File: config.mk
export PLATFORM = sky130hd
export DESIGN_NAME = framed_packet_receiver_crc16
export DESIGN_NICKNAME = d
export VERILOG_FILES = /design/src/hw/rtl/fpr_pkg.sv /design/src/hw/rtl/framed_packet_receiver_crc16.sv
export SDC_FILE = /design/constraint.sdc
export NUM_CORES = 1
export LEC_CHECK = 0
export BUFFER_PORTS_ARGS = -buffer_cell sky130_fd_sc_hd__buf_4
export CORE_AREA = 2 2 234 236
export DETAILED_ROUTE_END_ITERATION = 10
export DIE_AREA = 0 0 236 238
export SETUP_SLACK_MARGIN = 0.05
export SLEW_MARGIN = 0
export SYNTH_ARGS = -nofsm -noshare
export SYNTH_HDL_FRONTEND = slang
export SYNTH_SLANG_ARGS = --single-unit
File: constraint.sdc
create_clock -name clk -period 3 [get_ports clk]
set_input_delay 0.3 -clock clk [delete_from_list [all_inputs] [get_ports clk]]
set_output_delay 0.3 -clock clk [all_outputs]
set_load 0.02 [all_outputs]
File: src/hw/rtl/fpr_pkg.sv
// shared types, codes and the crc-16/ccitt-false byte update for the frame receiver
// no dependencies; imported by framed_packet_receiver_crc16, fpr_checker and tb_top
package fpr_pkg;

    localparam int DEF_MAX_PAYLOAD   = 32;
    localparam int DEF_COUNTER_WIDTH = 16;

    // configuration register indexes
    localparam int CFG_IDX_W = 2;
    localparam logic [CFG_IDX_W-1:0] CFG_SOF_FIRST   = 2'd0;
    localparam logic [CFG_IDX_W-1:0] CFG_SOF_SECOND  = 2'd1;
    localparam logic [CFG_IDX_W-1:0] CFG_EXP_VERSION = 2'd2;

    localparam logic [7:0] SOF_FIRST_RST   = 8'hAA;
    localparam logic [7:0] SOF_SECOND_RST  = 8'h55;
    localparam logic [7:0] EXP_VERSION_RST = 8'h01;

    localparam logic [15:0] CRC_INIT = 16'hFFFF;
    localparam logic [15:0] CRC_POLY = 16'h1021;

    typedef enum logic [2:0] {
        ST_NONE    = 3'd0,
        ST_PACKET  = 3'd1,
        ST_FORMAT  = 3'd2,
        ST_VERSION = 3'd3,
        ST_CRC     = 3'd4
    } fpr_status_t;

    // msb-first crc update by one byte, eight shift steps
    function automatic logic [15:0] crc16_feed(input logic [15:0] crc_in,
                                               input logic [7:0] data);
        logic [15:0] c;
        c = crc_in ^ {data, 8'h00};
        for (int i = 0; i < 8; i++) begin
            if (c[15])
                c = {c[14:0], 1'b0} ^ CRC_POLY;
            else
                c = {c[14:0], 1'b0};
        end
        return c;
    endfunction

endpackage

File: src/hw/rtl/framed_packet_receiver_crc16.sv
// framed packet receiver: marker hunt, header, payload buffer, crc-16 check
// depends on fpr_pkg; payload buffer is a synchronous memory with a registered read inside
//
//  channel  | direction | handshake            | payload
//  ---------+-----------+----------------------+-------------------------------------
//  input    | in        | in_valid / in_ready  | rx_byte
//  result   | out       | out_valid/ out_ready | status .. byte_index, last, totals
//  config   | in        | cfg_valid/ cfg_ready | cfg_index, cfg_data
//
// every received byte is taken while the result slot is free and gives one result,
// except the closing crc byte of a good frame with n > 0 payload bytes, which gives none;
//   that payload then plays out of the buffer, each result a memory read (S_EMIT_WAIT),
//   then an output load (S_EMIT_OUT) once the slot is free, while the input is held off
// a stalled result holds the input off; the input is taken on the cycle the slot drains
// reset clears all control state; the payload buffer is never cleared, only written
// error totals wrap at COUNTER_WIDTH bits and show their low 16 bits
module framed_packet_receiver_crc16
#(
    parameter int MAX_PAYLOAD   = fpr_pkg::DEF_MAX_PAYLOAD,
    parameter int COUNTER_WIDTH = fpr_pkg::DEF_COUNTER_WIDTH
)
(
    input  logic                         clk,
    input  logic                         rst_n,

    input  logic                         in_valid,
    output logic                         in_ready,
    input  logic [7:0]                   rx_byte,

    output logic                         out_valid,
    input  logic                         out_ready,
    output logic [2:0]                   status,
    output logic [7:0]                   packet_id,
    output logic [7:0]                   sequence_number,
    output logic [5:0]                   payload_count,
    output logic [7:0]                   payload_byte,
    output logic [4:0]                   byte_index,
    output logic                         last,
    output logic [15:0]                  format_errors,
    output logic [15:0]                  version_errors,
    output logic [15:0]                  crc_errors,

    input  logic                         cfg_valid,
    output logic                         cfg_ready,
    input  logic [fpr_pkg::CFG_IDX_W-1:0] cfg_index,
    input  logic [7:0]                   cfg_data
);
    import fpr_pkg::*;

    // buffer address width; one bit minimum for a single-entry buffer
    localparam int ADDR_W = (MAX_PAYLOAD > 1) ? $clog2(MAX_PAYLOAD) : 1;

    typedef enum logic [2:0] {
        S_HUNT,
        S_MARK2,
        S_HDR,
        S_PAYLOAD,
        S_CRC_LO,
        S_CRC_HI,
        S_EMIT_WAIT,
        S_EMIT_OUT
    } state_t;

    // configuration
    logic [7:0]  sof_first_reg;
    logic [7:0]  sof_second_reg;
    logic [7:0]  exp_version_reg;

    // frame tracking
    state_t      state_reg, state_next;
    logic [1:0]  hdr_cnt_reg, hdr_cnt_next;
    logic [7:0]  version_reg, version_next;
    logic [7:0]  msg_id_reg, msg_id_next;
    logic [7:0]  seq_reg, seq_next;
    logic [7:0]  len_reg, len_next;
    logic [15:0] crc_reg, crc_next;
    logic [7:0]  crc_lo_reg, crc_lo_next;
    logic [ADDR_W-1:0] off_reg, off_next;
    logic [ADDR_W-1:0] emit_idx_reg, emit_idx_next;

    logic [COUNTER_WIDTH-1:0] fmt_cnt_reg, fmt_cnt_next;
    logic [COUNTER_WIDTH-1:0] ver_cnt_reg, ver_cnt_next;
    logic [COUNTER_WIDTH-1:0] crc_cnt_reg, crc_cnt_next;

    // result slot
    logic        out_valid_reg, out_valid_next;
    fpr_status_t status_reg, status_next;
    logic [7:0]  mid_out_reg, mid_out_next;
    logic [7:0]  seq_out_reg, seq_out_next;
    logic [5:0]  count_out_reg, count_out_next;
    logic [7:0]  pbyte_out_reg, pbyte_out_next;
    logic [4:0]  idx_out_reg, idx_out_next;
    logic        last_out_reg, last_out_next;

    // payload buffer
    logic [7:0]  payload_mem [MAX_PAYLOAD];
    logic [7:0]  rd_data_reg;
    logic        mem_we;

    logic        slot_free;
    logic        in_fire;
    logic        load_out;
    logic [15:0] crc_feed_val;
    logic [15:0] rx_crc;
    logic [7:0]  off_plus1;
    logic [7:0]  emit_plus1;
    logic [31:0] fmt_wide;
    logic [31:0] ver_wide;
    logic [31:0] crc_wide;

    assign slot_free = !out_valid_reg || out_ready;
    // no new byte while the buffer plays out a packet
    assign in_ready  = slot_free && (state_reg != S_EMIT_WAIT) && (state_reg != S_EMIT_OUT);
    assign in_fire   = in_valid && in_ready;
    assign cfg_ready = 1'b1;

    assign crc_feed_val = crc16_feed(crc_reg, rx_byte);
    assign rx_crc       = {rx_byte, crc_lo_reg};
    assign off_plus1    = 8'(off_reg) + 8'd1;
    assign emit_plus1   = 8'(emit_idx_reg) + 8'd1;

    always_comb
    begin
        state_next     = state_reg;
        hdr_cnt_next   = hdr_cnt_reg;
        version_next   = version_reg;
        msg_id_next    = msg_id_reg;
        seq_next       = seq_reg;
        len_next       = len_reg;
        crc_next       = crc_reg;
        crc_lo_next    = crc_lo_reg;
        off_next       = off_reg;
        emit_idx_next  = emit_idx_reg;
        fmt_cnt_next   = fmt_cnt_reg;
        ver_cnt_next   = ver_cnt_reg;
        crc_cnt_next   = crc_cnt_reg;
        mem_we         = 1'b0;

        // every accepted byte gives a plain result unless an arm below says otherwise
        load_out       = in_fire;
        status_next    = ST_NONE;
        mid_out_next   = 8'd0;
        seq_out_next   = 8'd0;
        count_out_next = 6'd0;
        pbyte_out_next = 8'd0;
        idx_out_next   = 5'd0;
        last_out_next  = 1'b1;

        unique case (state_reg)
            S_HUNT:
            begin
                if (in_fire && rx_byte == sof_first_reg)
                    state_next = S_MARK2;
            end
            S_MARK2:
            begin
                if (in_fire)
                begin
                    if (rx_byte == sof_second_reg)
                    begin
                        state_next   = S_HDR;
                        hdr_cnt_next = 2'd0;
                        crc_next     = CRC_INIT;
                    end
                    else if (rx_byte == sof_first_reg)
                        state_next = S_MARK2;
                    else
                        state_next = S_HUNT;
                end
            end
            S_HDR:
            begin
                if (in_fire)
                begin
                    crc_next     = crc_feed_val;
                    hdr_cnt_next = hdr_cnt_reg + 2'd1;
                    unique case (hdr_cnt_reg)
                        2'd0: version_next = rx_byte;
                        2'd1: msg_id_next  = rx_byte;
                        2'd2: seq_next     = rx_byte;
                        2'd3: len_next     = rx_byte;
                        default: version_next = rx_byte;
                    endcase
                    if (hdr_cnt_reg == 2'd3)
                    begin
                        off_next = '0;
                        if (rx_byte > 8'(MAX_PAYLOAD))
                        begin
                            // oversize length: report now, the length byte may start a frame
                            status_next  = ST_FORMAT;
                            fmt_cnt_next = fmt_cnt_reg + 1'b1;
                            state_next   = (rx_byte == sof_first_reg) ? S_MARK2 : S_HUNT;
                        end
                        else if (rx_byte == 8'd0)
                            state_next = S_CRC_LO;
                        else
                            state_next = S_PAYLOAD;
                    end
                end
            end
            S_PAYLOAD:
            begin
                if (in_fire)
                begin
                    mem_we   = 1'b1;
                    crc_next = crc_feed_val;
                    off_next = off_reg + 1'b1;
                    if (off_plus1 == len_reg)
                        state_next = S_CRC_LO;
                end
            end
            S_CRC_LO:
            begin
                if (in_fire)
                begin
                    crc_lo_next = rx_byte;
                    state_next  = S_CRC_HI;
                end
            end
            S_CRC_HI:
            begin
                if (in_fire)
                begin
                    state_next = S_HUNT;
                    // version is judged first, the crc only on a matching version
                    if (version_reg != exp_version_reg)
                    begin
                        status_next  = ST_VERSION;
                        ver_cnt_next = ver_cnt_reg + 1'b1;
                    end
                    else if (rx_crc != crc_reg)
                    begin
                        status_next  = ST_CRC;
                        crc_cnt_next = crc_cnt_reg + 1'b1;
                    end
                    else if (len_reg == 8'd0)
                    begin
                        status_next  = ST_PACKET;
                        mid_out_next = msg_id_reg;
                        seq_out_next = seq_reg;
                    end
                    else
                    begin
                        // payload run comes from the buffer
                        load_out      = 1'b0;
                        emit_idx_next = '0;
                        state_next    = S_EMIT_WAIT;
                    end
                end
            end
            S_EMIT_WAIT:
            begin
                // buffer read of emit_idx_reg lands in rd_data_reg
                state_next = S_EMIT_OUT;
            end
            S_EMIT_OUT:
            begin
                if (slot_free)
                begin
                    load_out       = 1'b1;
                    status_next    = ST_PACKET;
                    mid_out_next   = msg_id_reg;
                    seq_out_next   = seq_reg;
                    count_out_next = len_reg[5:0];
                    pbyte_out_next = rd_data_reg;
                    idx_out_next   = 5'(emit_idx_reg);
                    last_out_next  = (emit_plus1 == len_reg);
                    if (emit_plus1 == len_reg)
                        state_next = S_HUNT;
                    else
                    begin
                        emit_idx_next = emit_idx_reg + 1'b1;
                        state_next    = S_EMIT_WAIT;
                    end
                end
            end
            default:
            begin
                state_next = S_HUNT;
            end
        endcase

        if (load_out)
            out_valid_next = 1'b1;
        else if (out_ready)
            out_valid_next = 1'b0;
        else
            out_valid_next = out_valid_reg;
    end

    // control state, configuration and the result slot
    always_ff @(posedge clk or negedge rst_n)
    begin
        if (!rst_n)
        begin
            sof_first_reg   <= SOF_FIRST_RST;
            sof_second_reg  <= SOF_SECOND_RST;
            exp_version_reg <= EXP_VERSION_RST;
            state_reg       <= S_HUNT;
            hdr_cnt_reg     <= 2'd0;
            version_reg     <= 8'd0;
            msg_id_reg      <= 8'd0;
            seq_reg         <= 8'd0;
            len_reg         <= 8'd0;
            crc_reg         <= CRC_INIT;
            crc_lo_reg      <= 8'd0;
            off_reg         <= '0;
            emit_idx_reg    <= '0;
            fmt_cnt_reg     <= '0;
            ver_cnt_reg     <= '0;
            crc_cnt_reg     <= '0;
            out_valid_reg   <= 1'b0;
        end
        else
        begin
            if (cfg_valid)
            begin
                unique case (cfg_index)
                    CFG_SOF_FIRST:   sof_first_reg   <= cfg_data;
                    CFG_SOF_SECOND:  sof_second_reg  <= cfg_data;
                    CFG_EXP_VERSION: exp_version_reg <= cfg_data;
                    default:         ;
                endcase
            end
            state_reg     <= state_next;
            hdr_cnt_reg   <= hdr_cnt_next;
            version_reg   <= version_next;
            msg_id_reg    <= msg_id_next;
            seq_reg       <= seq_next;
            len_reg       <= len_next;
            crc_reg       <= crc_next;
            crc_lo_reg    <= crc_lo_next;
            off_reg       <= off_next;
            emit_idx_reg  <= emit_idx_next;
            fmt_cnt_reg   <= fmt_cnt_next;
            ver_cnt_reg   <= ver_cnt_next;
            crc_cnt_reg   <= crc_cnt_next;
            out_valid_reg <= out_valid_next;
        end
    end

    // result payload, loaded only with a new result
    always_ff @(posedge clk)
    begin
        if (load_out)
        begin
            status_reg    <= status_next;
            mid_out_reg   <= mid_out_next;
            seq_out_reg   <= seq_out_next;
            count_out_reg <= count_out_next;
            pbyte_out_reg <= pbyte_out_next;
            idx_out_reg   <= idx_out_next;
            last_out_reg  <= last_out_next;
        end
    end

    // payload buffer: one write port, one registered read port
    // the last payload write comes ahead of the first read, with both crc bytes in between
    always_ff @(posedge clk)
    begin
        if (mem_we)
            payload_mem[off_reg] <= rx_byte;
        rd_data_reg <= payload_mem[emit_idx_reg];
    end

    // totals change only with an input transfer, so a held result stays consistent
    assign fmt_wide = 32'(fmt_cnt_reg);
    assign ver_wide = 32'(ver_cnt_reg);
    assign crc_wide = 32'(crc_cnt_reg);

    assign out_valid       = out_valid_reg;
    assign status          = status_reg;
    assign packet_id       = mid_out_reg;
    assign sequence_number = seq_out_reg;
    assign payload_count   = count_out_reg;
    assign payload_byte    = pbyte_out_reg;
    assign byte_index      = idx_out_reg;
    assign last            = last_out_reg;
    assign format_errors   = fmt_wide[15:0];
    assign version_errors  = ver_wide[15:0];
    assign crc_errors      = crc_wide[15:0];

endmodule

==> results of run 1 <==
## area by class of cell
class | instances | area (µm²)
fillers | 4827 | 31200
flip-flops and latches | 447 | 12700
multi-input cells | 627 | 5730
repair buffers | 187 | 1470
clock buffers | 70 | 1340
well taps | 696 | 871
clock inverters | 15 | 111
inverters | 19 | 71.3
diodes | 1 | 2.50
## synthesized netlist by cell type, drive strengths merged (3+ instances only)
library cell | n | area share, %
buf | 23 | 0.65
nand4 | 19 | 0.64
nand2b | 4 | 0.13
nor2b | 19 | 0.64
a22o | 7 | 0.33
xor2 | 48 | 2.3
nand2 | 70 | 1.4
nor3 | 21 | 0.65
and2 | 20 | 0.67
clkbuf | 23 | 0.46
mux4 | 80 | 9.7
inv | 19 | 0.38
nor2 | 64 | 1.3
mux2 | 69 | 4.2
nor4 | 10 | 0.42
dfrtp | 119 | 16
nor3b | 3 | 0.18
and3 | 12 | 0.40
xnor2 | 71 | 3.5
dfstp | 25 | 3.5
o22a | 6 | 0.28
o21ai | 14 | 0.38
o21a | 4 | 0.16
a31oi | 3 | 0.10
nand3 | 32 | 0.86
or4 | 6 | 0.26
edfxtp | 295 | 47
dfxtp | 8 | 0.86
ha | 12 | 0.81
nand3b | 5 | 0.20
## cell families (layout without fill, tap and decap cells)
kind of cell	after synthesis	after routing	share of synthesized area, %
XOR/XNOR	119	119	5.79
other	1	2	0.0201
flip-flops	447	447	67.8
AO/OA/AOI/OAI	52	52	2.08
multiplexers	150	150	13.9
AND/OR/NAND/NOR	293	293	8.08
buffers and inverters	65	291	1.50
adder cells (fa/ha/maj)	12	12	0.805
## power by group through the flow
stage | combinational [µW] | clock (µW) | sequential [µW]
floorplan | 3020 | 0 | 7940
global placement | 4450 | 0 | 7960
detailed placement | 4490 | 0 | 7980
CTS | 4520 | 5650 | 7860
global route | 4840 | 5910 | 7940
finish | 4450 | 5520 | 7850
## worst min-delay path by stage
| stage | from | to | slack (ns) | depth (start not counted) |
|---|---|---|---|---|
| 6_report | rx_byte[4] | crc_reg[4]$_DFFE_PN1P_ | 0.07 | 3 |
| 5_1_grt | rx_byte[4] | crc_reg[4]$_DFFE_PN1P_ | 0.06 | 3 |
| 4_1_cts | rx_byte[4] | crc_reg[4]$_DFFE_PN1P_ | 0.05 | 3 |
| 3_5_place_dp | rst_n | crc_errors[3]$_DFFE_PN0P_ | 0.30 | 1 |
| 3_3_place_gp | rst_n | crc_errors[3]$_DFFE_PN0P_ | 0.30 | 1 |
| 2_1_floorplan | rst_n | crc_errors[0]$_DFFE_PN0P_ | 0.004 | 0 |
## worst reg2reg max path: stages (launching register included)
cell,delay (ns)
sky130_fd_sc_hd__dfstp_2,0.53
sky130_fd_sc_hd__xor2_1,0.24
sky130_fd_sc_hd__nor4_1,0.10
sky130_fd_sc_hd__nand4_1,0.34
sky130_fd_sc_hd__nor3_2,0.16
sky130_fd_sc_hd__o21ai_4,0.98
## per-layer routing
| metal | global-route usage (%) | wire [µm] |
|---|---|---|
| met4 | 3.78 | 836 |
| met1 | 22.8 | 20900 |
| met5 | 0 | 0 |
| met3 | 3.05 | 2470 |
| met2 | 25.4 | 20400 |
## stage by stage
| step | power, µW | instance area, µm² | utilization, % | cells | worst slack, ns |
|---|---|---|---|---|---|
| final | 17800 | 22200 | 41.6 | 2062 | 0.230 |
| after global routing | 18700 | 22200 | 41.6 | 2062 | 0.107 |
| after CTS | 18000 | 22200 | 41.6 | 2061 | 0.243 |
| after detailed placement | 12500 | 20700 | 38.7 | 1967 | 0.258 |
| after global placement | 12400 | 20700 | 38.7 | 1967 | 0.282 |
| after floorplan | 11000 | 18700 | - | 1139 | 0.424 |
## what timing repair did
item | CTS | global route
hold endpoints to repair | 76 | 0
hold buffers | 9 | 0
resized for setup | 0 | 0
==> tab_implementation.tex, run 1 <==
\begin{tabular}{lr}
\hline
Metric & Value \\
\hline
\multicolumn{2}{l}{\textbf{Pwr}} \\
\quad Share of total power in sequential cells & 44.1\% \\
\quad P\_sw & 5160 µW \\
\quad Maximum resistive drop on vdd & 0.425 mV \\
\quad Design internal power & 12700 µW \\
\quad Clock network power share & 31.0\% \\
\quad Power density over the cells & 801 mW/mm² \\
\quad Logic gate share of total power & 25.0\% \\
\quad Switching portion of total power & 29.0\% \\
\quad Reported leakage power & 0.00822 µW \\
\multicolumn{2}{l}{\textbf{Floorplanning}} \\
\quad Total die area & 0.0562 mm² \\
\quad Die X-Extent & 236 µm \\
\quad I/O pin count & 113 \\
\quad Die H & 238 µm \\
\quad Starting density of the core & 34.9\% \\
\quad Number of placement rows & 85 \\
\quad Placeable core region & 0.0535 mm² \\
\multicolumn{2}{l}{\textbf{Routing}} \\
\quad Wirelength per Cell & 21.6 µm \\
\quad Via count & 10400 \\
\quad Vias per cell & 5.06 \\
\quad Wire length reported by the detailed router & 44600 µm \\
\quad Number of iterations in the first detailed-routing pass & 5 \\
\quad Number of remaining DRC errors & 0 \\
\quad Final antenna-violating net count & 0 \\
\quad DRC marker count from the first detailed-route iteration & 847 \\
\multicolumn{2}{l}{\textbf{Worst setup path}} \\
\quad Crit. Startpoint & crc\_reg[8]\$\_DFFE\_PN1P\_ \\
\quad Slowest stage cell, crit path & sky130\_fd\_sc\_hd\_\_o21ai\_4 \\
\quad Number of logic stages on the critical path including buffering & 5 \\
\quad CP top delay family & compound AO/OA/AOI/OAI gates \\
\quad Longest individual stage delay on the worst path & 0.98 ns \\
\quad Category of the worst setup path launch point & flip-flop \\
\quad Destination of the critical timing path & payload\_byte[6]\$\_SDFFCE\_PN0P\_ \\
\quad FF-to-FF Start & crc\_reg[8]\$\_DFFE\_PN1P\_ \\
\quad CP Data Arrival Time & 2.95 ns \\
\quad End of the worst register-to-register path & payload\_byte[6]\$\_SDFFCE\_PN0P\_ \\
\quad Capturing element type of the critical path & flip-flop \\
\quad Buffering stage count on the worst path with inverters included & 0 \\
\quad R2r worst-path depth & 5 \\
\quad Largest fanout of any net on the critical path & 40 \\
\quad Worst path required time & 3.18 ns \\
\quad Setup CP Type & reg2reg \\
\quad Setup slack of the worst register-to-register path & 0.23 ns \\
\quad Worst-path cell chain & xor2\_1 -> nor4\_1 -> nand4\_1 -> nor3\_2 -> o21ai\_4 \\
\multicolumn{2}{l}{\textbf{Timing}} \\
\quad Fmax & 0.361 GHz \\
\quad Max-slew violations & 0 \\
\quad RSZ-0062 raised after global routing & false \\
\quad Clock period minus worst slack & 2.77 ns \\
\quad Setup-violating endpoint count in the final report & 0 \\
\quad Worst clock skew & 0.0341 ns \\
\quad Transition time of the tightest slew-check pin & 1.28 ns \\
\quad Worst hold margin & 0.0683 ns \\
\quad Hold violation total from the final report & 0 \\
\quad Relative slew slack & 14.5\% \\
\quad Post-route setup TNS & 0 ns \\
\quad Share of the clock period used by the worst path & 92.3\% \\
\multicolumn{2}{l}{\textbf{Logic synthesis}} \\
\quad Synthesized netlist net count & 1174 \\
\quad Number of enable flip-flop cells after synthesis & 295 \\
\quad Post-Synthesis Cell Area & 0.0187 mm² \\
\quad Post-Synthesis Cells & 1139 \\
\quad Top\_reg\_cell synth & sky130\_fd\_sc\_hd\_\_edfxtp\_1 \\
\quad Sequential area share after synthesis & 67.8\% \\
\quad Number of storage elements in the synthesis netlist & 447 \\
\quad Avg Inst Size Synth & 16.4 µm² \\
\quad Number of warnings printed during yosys synthesis & 0 \\
\quad Number of unique standard cell types used by synthesis & 65 \\
\quad Asr flop ratio synth & 32.2\% \\
\multicolumn{2}{l}{\textbf{Clocking}} \\
\quad CTS tree & built \\
\quad Number of sinks driven by the clock tree & 447 \\
\quad Clock transition at path regs & 0.06 ns \\
\quad Number of setup buffers added after CTS & 0 \\
\quad Worst skew pair latency & 0.59 ns \\
\quad Total CTS buffers & 48 \\
\quad Cell at the root of the clock tree & sky130\_fd\_sc\_hd\_\_clkbuf\_16 \\
\quad Longest Clk Path Bufs & 3 \\
\quad Depth of the CTS H-tree & 2 \\
\multicolumn{2}{l}{\textbf{Place}} \\
\quad HPWL reported at the end of detailed placement & 29900 µm \\
\quad Placer congestion estimate & 0.823 \\
\quad Count of buffers from port buffering & 111 \\
\multicolumn{2}{l}{\textbf{Worst hold path}} \\
\quad Hold Crit Class & in2reg \\
\multicolumn{2}{l}{\textbf{Finish}} \\
\quad Register with the most flip-flops & payload\_mem \\
\quad Most common cell after layout, fill and taps aside & sky130\_fd\_sc\_hd\_\_edfxtp\_1 \\
\quad Commonest non-fill, non-tap cells in the layout & sky130\_fd\_sc\_hd\_\_edfxtp\_1 (295), sky130\_fd\_sc\_hd\_\_buf\_4 (174), sky130\_fd\_sc\_hd\_\_dfrtp\_1 (117) \\
\quad Flip-flop count of the largest register, all copies and words added & 256 \\
\quad Share of post-route cells with drive strength above 1 & 30.0\% \\
\quad Area growth, synth to finish & 19.3\% \\
\quad Nets@finish & 1365 \\
\multicolumn{2}{l}{\textbf{Flow run}} \\
\quad Max-cap viol count & 0 \\
\multicolumn{2}{l}{\textbf{Global routing}} \\
\quad Overall fraction of global-route tracks in use & 16.0\% \\
\quad Maximum number of pins on one net before global-route repair & 65 \\
\quad Number of antenna violations at the first check in global routing & 2 \\
\quad First-pass GRT wire length & 67900 µm \\
\quad Vias in the first global route & 10700 \\
\quad Congestion Overflow GR & 0 \\
\multicolumn{2}{l}{\textbf{Status}} \\
\quad Result of the run & complete, no violations \\
\hline
\end{tabular}
(Power assumes the default switching activity.)
==> run 2, diff against run 1 <==
Settings changed: CTS_BUF_LIST set to sky130_fd_sc_hd__clkbuf_2 sky130_fd_sc_hd__clkbuf_4 sky130_fd_sc_hd__clkbuf_8.
==> run 2 against run 1 <==
Effect of this change:
- power barely moved
- worst hold slack got worse by 0.0029 ns
- critical endpoint is now sequence_number[0]$_DFFE_PP_
- flip-flop and latch count did not move
- critical path type unchanged
- first-iteration DRC count fell by 15%
- global-route usage rose by 0.29 points
==> tab_implementation.tex, run 2 (synthesis gave the netlist of run 1 again) <==
\begin{tabular}{lr}
\hline
Metric & Value \\
\hline
\multicolumn{2}{l}{\textbf{Status}} \\
\quad Result of the run & complete, no violations \\
\multicolumn{2}{l}{\textbf{Worst setup path}} \\
\quad Worst path required time & 3.25 ns (+0.07 ns) \\
\quad Setup slack of the worst register-to-register path & 0.25 ns (+0.02 ns) \\
\quad FF-to-FF Start & crc\_reg[8]\$\_DFFE\_PN1P\_ \\
\quad Capturing element type of the critical path & flip-flop \\
\quad R2r worst-path depth & 5 (unchanged) \\
\quad Largest fanout of any net on the critical path & 40 (unchanged) \\
\quad CP Data Arrival Time & 3.00 ns (+0.05 ns) \\
\quad Setup CP Type & reg2reg \\
\quad End of the worst register-to-register path & sequence\_number[0]\$\_DFFE\_PP\_ \\
\quad Category of the worst setup path launch point & flip-flop \\
\multicolumn{2}{l}{\textbf{Finish}} \\
\quad Register with the most flip-flops & payload\_mem \\
\quad Final-layout fill cell count & 4849 (+0.46\%) \\
\quad Most common cell after layout, fill and taps aside & sky130\_fd\_sc\_hd\_\_edfxtp\_1 \\
\quad Final standard cell utilization of the core & 41.8\% (+0.19 points) \\
\quad Commonest non-fill, non-tap cells in the layout & sky130\_fd\_sc\_hd\_\_edfxtp\_1 (295), sky130\_fd\_sc\_hd\_\_buf\_4 (174), sky130\_fd\_sc\_hd\_\_dfrtp\_1 (117) \\
\quad Share of post-route cells with drive strength above 1 & 33.8\% (+3.8 points) \\
\quad Flip-flop count of the largest register, all copies and words added & 256 (unchanged) \\
\quad Nets@finish & 1394 (+2.1\%) \\
\quad Area growth, synth to finish & 19.8\% \\
\multicolumn{2}{l}{\textbf{Clocking}} \\
\quad Worst skew pair latency & 0.65 ns (+0.06 ns) \\
\quad Total CTS buffers & 76 (+58\%) \\
\quad CTS tree & built \\
\quad Number of instances resized during post-cts repair & 0 (unchanged) \\
\quad Number of sinks driven by the clock tree & 447 (unchanged) \\
\quad Clock transition at path regs & 0.06 ns (about the same) \\
\quad Depth of the CTS H-tree & 3 (+1) \\
\quad Cell at the root of the clock tree & sky130\_fd\_sc\_hd\_\_clkbuf\_8 \\
\quad Longest Clk Path Bufs & 3 (unchanged) \\
\quad Number of setup buffers added after CTS & 0 (unchanged) \\
\multicolumn{2}{l}{\textbf{Timing}} \\
\quad Transition time of the tightest slew-check pin & 1.29 ns (+0.0172 ns) \\
\quad Hold violation total from the final report & 0 (unchanged) \\
\quad Fmax & 0.364 GHz (+0.76\%) \\
\quad Worst hold margin & 0.0654 ns (-0.00294 ns) \\
\quad Relative slew slack & 13.4\% (-1.1 points) \\
\quad Clock period minus worst slack & 2.75 ns (-0.0208 ns) \\
\quad Setup-violating endpoint count in the final report & 0 (unchanged) \\
\quad Worst clock skew & 0.0231 ns (-0.0110 ns) \\
\quad Max-slew violations & 0 (unchanged) \\
\quad Share of the clock period used by the worst path & 91.7\% (-0.69 points) \\
\quad Post-route setup TNS & 0 ns (unchanged) \\
\quad RSZ-0062 raised after global routing & false \\
\quad Worst-case setup margin in the final layout & 0.250 ns (+0.0208 ns) \\
\multicolumn{2}{l}{\textbf{Floorplanning}} \\
\quad Number of placement rows & 85 (unchanged) \\
\quad Starting density of the core & 34.9\% (unchanged) \\
\quad Die X-Extent & 236 µm (unchanged) \\
\quad Placeable core region & 0.0535 mm² (unchanged) \\
\quad Total die area & 0.0562 mm² (unchanged) \\
\quad I/O pin count & 113 (unchanged) \\
\quad Die H & 238 µm (unchanged) \\
\multicolumn{2}{l}{\textbf{Routing}} \\
\quad Number of remaining DRC errors & 0 (unchanged) \\
\quad Wirelength per Cell & 21.3 µm (-1.7\%) \\
\quad Via count & 10600 (+1.8\%) \\
\quad Vias per cell & 5.01 (-0.97\%) \\
\quad DRC marker count from the first detailed-route iteration & 721 (-15\%) \\
\quad Final antenna-violating net count & 0 (unchanged) \\
\quad Wire length reported by the detailed router & 45100 µm (+0.99\%) \\
\quad Number of iterations in the first detailed-routing pass & 5 (unchanged) \\
\multicolumn{2}{l}{\textbf{Place}} \\
\quad Placer congestion estimate & 0.823 (unchanged) \\
\quad HPWL reported at the end of detailed placement & 29900 µm (unchanged) \\
\quad Count of buffers from port buffering & 111 (unchanged) \\
\quad Dpl ws & 0.258 ns (unchanged) \\
\multicolumn{2}{l}{\textbf{Pwr}} \\
\quad Power density over the cells & 798 mW/mm² (-0.44\%) \\
\quad Reported leakage power & 0.00834 µW (+1.5\%) \\
\quad Maximum resistive drop on vdd & 0.486 mV (+14\%) \\
\multicolumn{2}{l}{\textbf{Global routing}} \\
\quad Number of antenna violations at the first check in global routing & 3 (+1) \\
\quad Vias in the first global route & 11000 (+3.0\%) \\
\quad Congestion Overflow GR & 0 (unchanged) \\
\quad Maximum number of pins on one net before global-route repair & 65 (unchanged) \\
\quad First-pass GRT wire length & 68300 µm (+0.61\%) \\
\quad Overall fraction of global-route tracks in use & 16.3\% (+0.29 points) \\
\multicolumn{2}{l}{\textbf{Worst hold path}} \\
\quad Hold path endpoint & seq\_reg[6]\$\_DFFE\_PN0P\_ \\
\quad Hold Crit Class & in2reg \\
\quad Beginning of the worst hold path & rx\_byte[6] \\
\quad Number of cells traversed by the worst hold path & 2 (-1) \\
\multicolumn{2}{l}{\textbf{Flow run}} \\
\quad Max-cap viol count & 0 (unchanged) \\
\hline
\end{tabular}
run 2: metrics by stage:
stage | area, µm² | total power [µW] | std cells
global placement | 20700 | 12400 | 1967
global route | 22300 | 18700 | 2118
finish | 22400 | 17800 | 2119
floorplan | 18700 | 11000 | 1139
CTS | 22300 | 18000 | 2116
detailed placement | 20700 | 12500 | 1967
run 2: routing by layer:
| layer | up-vias | track usage [%] | wire (µm) |
|---|---|---|---|
| met3 | 79 | 4.04 | 2620 |
| met5 | - | 0 | 0 |
| met2 | 334 | 24.9 | 20400 |
| met1 | 5461 | 22.5 | 20700 |
| met4 | 0 | 6.29 | 1310 |
| li1 | 4747 | - | - |
run 2: area by class of cell:
class | count | area, µm² | share of cell area [%]
Sequential cell | 447 | 12700 | 56.6
Multi-Input combinational cell | 627 | 5730 | 25.6
Timing Repair Buffer | 188 | 1480 | 6.61
Clock buffer | 114 | 1360 | 6.07
Tap cell | 696 | 871 | 3.90
Clock inverter | 25 | 179 | 0.801
Inverter | 19 | 71.3 | 0.319
Antenna cell | 3 | 7.51 | 0.0336
run 2: worst max path at each step:
stage / depth (start not counted) / end / start / slack (ns)
floorplan: 4 / byte_index[0]$_SDFFCE_PN0P_ / out_valid$_DFFE_PN0P_ / 0.42
global placement: 5 / payload_byte[5]$_SDFFCE_PN0P_ / crc_reg[8]$_DFFE_PN1P_ / 0.28
detailed placement: 5 / payload_byte[5]$_SDFFCE_PN0P_ / crc_reg[8]$_DFFE_PN1P_ / 0.26
CTS: 5 / payload_byte[5]$_SDFFCE_PN0P_ / crc_reg[8]$_DFFE_PN1P_ / 0.23
global route: 5 / payload_byte[5]$_SDFFCE_PN0P_ / crc_reg[8]$_DFFE_PN1P_ / 0.05
finish: 5 / sequence_number[0]$_DFFE_PP_ / crc_reg[8]$_DFFE_PN1P_ / 0.25
run 2: power by group:
part,internal [µW],switching [µW],leakage (µW)
clock network,3070,2430,0.000819
registers,7340,518,0.00456
logic,2160,2310,0.00297
total,12600,5260,0.00834
run 2: critical path, cell delays in order, from the launching register on:
cell and delay (ns):
sky130_fd_sc_hd__dfstp_2 0.53, sky130_fd_sc_hd__xor2_1 0.24, sky130_fd_sc_hd__nor4_1 0.10, sky130_fd_sc_hd__nand4_1 0.31
sky130_fd_sc_hd__nor3_2 0.15, sky130_fd_sc_hd__o21ai_4 1.00
run 2: what timing repair did:
item                       4_1_cts  5_1_grt
hold endpoints to repair        77        0
setup endpoints to repair        0        0
hold buffers                    10        0
==> run 3, diff against run 2 <==
Settings changed: MAX_ROUTING_LAYER set to met4.
==> run 3 against run 2 <==
Effect of this change:
- via count is essentially flat
- clock power about the same
- routed wire length shrank 0.14%
- power hardly changed
- critical path type unchanged
- critical endpoint unchanged
- largest power group unchanged
- highest routed layer unchanged
==> tab_implementation.tex, run 3 (synthesis gave the netlist of run 1 again) <==
\begin{tabular}{lr}
\hline
Metric & Value \\
\hline
\multicolumn{2}{l}{\textbf{Pwr}} \\
\quad Post-layout power & 17800 µW (about the same) \\
\quad Maximum resistive drop on vdd & 0.485 mV (-0.18\%) \\
\quad Reported leakage power & 0.00834 µW (unchanged) \\
\quad Power density over the cells & 797 mW/mm² (about the same) \\
\multicolumn{2}{l}{\textbf{Timing}} \\
\quad Max-slew violations & 0 (unchanged) \\
\quad Worst clock skew & 0.0213 ns (-0.00188 ns) \\
\quad Worst-case setup margin in the final layout & 0.258 ns (+0.00806 ns) \\
\quad Fmax & 0.365 GHz (+0.29\%) \\
\quad Transition time of the tightest slew-check pin & 1.26 ns (-0.0354 ns) \\
\quad Relative slew slack & 15.8\% (+2.4 points) \\
\quad RSZ-0062 raised after global routing & false \\
\quad Share of the clock period used by the worst path & 91.4\% (-0.27 points) \\
\quad Hold violation total from the final report & 0 (unchanged) \\
\quad Post-route setup TNS & 0 ns (unchanged) \\
\quad Setup-violating endpoint count in the final report & 0 (unchanged) \\
\quad Clock period minus worst slack & 2.74 ns (-0.00806 ns) \\
\multicolumn{2}{l}{\textbf{Routing}} \\
\quad Final antenna-violating net count & 0 (unchanged) \\
\quad Wire length reported by the detailed router & 45000 µm (-0.14\%) \\
\quad Vias per cell & 5.01 (-0.10\%) \\
\quad Wirelength per Cell & 21.2 µm (-0.18\%) \\
\quad DRC marker count from the first detailed-route iteration & 702 (-2.6\%) \\
\quad Number of remaining DRC errors & 0 (unchanged) \\
\quad Number of iterations in the first detailed-routing pass & 4 (-1) \\
\quad Via count & 10600 (-0.056\%) \\
\multicolumn{2}{l}{\textbf{Worst setup path}} \\
\quad Worst path required time & 3.25 ns (about the same) \\
\quad Slowest stage cell, crit path & sky130\_fd\_sc\_hd\_\_o21ai\_4 \\
\quad Longest individual stage delay on the worst path & 0.97 ns (-0.03 ns) \\
\quad CP Data Arrival Time & 2.99 ns (about the same) \\
\quad Category of the worst setup path launch point & flip-flop \\
\quad Capturing element type of the critical path & flip-flop \\
\quad Worst-path cell chain & xor2\_1 -> nor4\_1 -> nand4\_1 -> nor3\_2 -> o21ai\_4 \\
\quad Setup CP Type & reg2reg \\
\quad Largest fanout of any net on the critical path & 40 (unchanged) \\
\multicolumn{2}{l}{\textbf{Global routing}} \\
\quad Vias in the first global route & 11000 (-0.13\%) \\
\quad Number of antenna violations at the first check in global routing & 3 (unchanged) \\
\quad Overall fraction of global-route tracks in use & 16.8\% (+0.48 points) \\
\quad First-pass GRT wire length & 68300 µm (unchanged) \\
\quad Congestion Overflow GR & 0 (unchanged) \\
\quad Maximum number of pins on one net before global-route repair & 65 (unchanged) \\
\multicolumn{2}{l}{\textbf{Place}} \\
\quad Count of buffers from port buffering & 111 (unchanged) \\
\quad Dpl ws & 0.258 ns (unchanged) \\
\quad Placement Cell Area & 0.0207 mm² (unchanged) \\
\quad HPWL reported at the end of detailed placement & 29900 µm (unchanged) \\
\quad Placer congestion estimate & 0.836 (+1.5\%) \\
\multicolumn{2}{l}{\textbf{Clocking}} \\
\quad Total CTS buffers & 76 (unchanged) \\
\quad Number of sinks driven by the clock tree & 447 (unchanged) \\
\quad Number of setup buffers added after CTS & 0 (unchanged) \\
\quad Worst skew pair latency & 0.65 ns (about the same) \\
\quad Clock transition at path regs & 0.06 ns (about the same) \\
\quad CTS tree & built \\
\quad Depth of the CTS H-tree & 3 (unchanged) \\
\quad Longest Clk Path Bufs & 3 (unchanged) \\
\quad Cell at the root of the clock tree & sky130\_fd\_sc\_hd\_\_clkbuf\_8 \\
\multicolumn{2}{l}{\textbf{Finish}} \\
\quad Register with the most flip-flops & payload\_mem \\
\quad Total area of multi-input combinational cells & 0.00573 mm² (unchanged) \\
\quad Commonest non-fill, non-tap cells in the layout & sky130\_fd\_sc\_hd\_\_edfxtp\_1 (295), sky130\_fd\_sc\_hd\_\_buf\_4 (174), sky130\_fd\_sc\_hd\_\_dfrtp\_1 (117) \\
\quad Flip-flop count of the largest register, all copies and words added & 256 (unchanged) \\
\quad Share of post-route cells with drive strength above 1 & 33.8\% (unchanged) \\
\quad Fin area & 0.0224 mm² (about the same) \\
\quad Area growth, synth to finish & 19.9\% (about the same) \\
\quad Final-layout fill cell count & 4848 (-0.021\%) \\
\quad Final standard cell utilization of the core & 41.8\% (about the same) \\
\quad Most common cell after layout, fill and taps aside & sky130\_fd\_sc\_hd\_\_edfxtp\_1 \\
\quad Nets@finish & 1394 (unchanged) \\
\quad Register area & 0.0127 mm² (unchanged) \\
\multicolumn{2}{l}{\textbf{Floorplanning}} \\
\quad Die X-Extent & 236 µm (unchanged) \\
\quad Placeable core region & 0.0535 mm² (unchanged) \\
\quad I/O pin count & 113 (unchanged) \\
\quad Die H & 238 µm (unchanged) \\
\quad Number of placement rows & 85 (unchanged) \\
\quad Starting density of the core & 34.9\% (unchanged) \\
\quad Total die area & 0.0562 mm² (unchanged) \\
\multicolumn{2}{l}{\textbf{Flow run}} \\
\quad Max-cap viol count & 0 (unchanged) \\
\multicolumn{2}{l}{\textbf{Status}} \\
\quad Result of the run & complete, no violations \\
\multicolumn{2}{l}{\textbf{Worst hold path}} \\
\quad Hold Crit Class & in2reg \\
\hline
\end{tabular}
[run 3: changes by cell type in the layout (fill, tap and decap cells not counted)]
cell / delta
sky130_fd_sc_hd__diode_2: +1
[run 3: where the power goes]
| part | total, µW | internal, µW | switching (µW) |
|---|---|---|---|
| combinational | 4460 | 2160 | 2310 |
| sequential | 7860 | 7340 | 515 |
| clock | 5500 | 3070 | 2430 |
| total | 17800 | 12600 | 5250 |
[run 3: worst max-delay path: cells and delay by family (launching register included)]
| kind | cells | cell delay [ns] |
|---|---|---|
| AO/OA/AOI/OAI | 1 | 0.97 |
| XOR/XNOR | 1 | 0.25 |
| flip-flops | 1 | 0.54 |
| AND/OR/NAND/NOR | 3 | 0.57 |
[run 3: worst paths after layout]
path	from	to	slack, ns	cells past startpoint
setup reg to reg	crc_reg[11]$_DFFE_PN1P_	sequence_number[0]$_DFFE_PP_	0.26	5
min in group asynchronous	rst_n	crc_errors[3]$_DFFE_PN0P_	0.19	2
hold / removal	rx_byte[6]	seq_reg[6]$_DFFE_PN0P_	0.07	2
setup / recovery	crc_reg[11]$_DFFE_PN1P_	sequence_number[0]$_DFFE_PP_	0.26	5
max in group asynchronous	rst_n	version_errors[12]$_DFFE_PN0P_	1.97	3
hold reg to reg	version_errors[15]$_DFFE_PN0P_	version_errors[15]$_DFFE_PN0P_	0.47	1
[run 3: repair_timing]
action,in CTS,in global routing
resized for setup,0,0
hold buffers,10,0
endpoints found under the hold margin,77,0
[run 3: per-layer routing]
layer / wire (µm) / GRT usage (%) / vias to the layer above
met2: 20400 / 25.0 / 322
met5: 0 / - / -
met4: 1250 / 6.31 / 0
li1: - / - / 4747
met3: 2550 / 4.10 / 75
met1: 20700 / 22.3 / 5471
[run 3: per-stage QoR]
| step | hold WS (ns) | std cells |
|---|---|---|
| floorplan | 0.00441 | 1139 |
| global placement | 0.297 | 1967 |
| detailed placement | 0.301 | 1967 |
| CTS | 0.0219 | 2116 |
| global route | 0.0226 | 2118 |
| finish | 0.0708 | 2120 |
[run 3: layout make-up]
cell class,count,share of cell area [%]
sequential,447,56.6
multi-input combinational,627,25.6
timing repair buffer,188,6.61
clock buffer,114,6.07
tap,696,3.90
clock inverter,25,0.800
inverter,19,0.319
antenna,4,0.0448
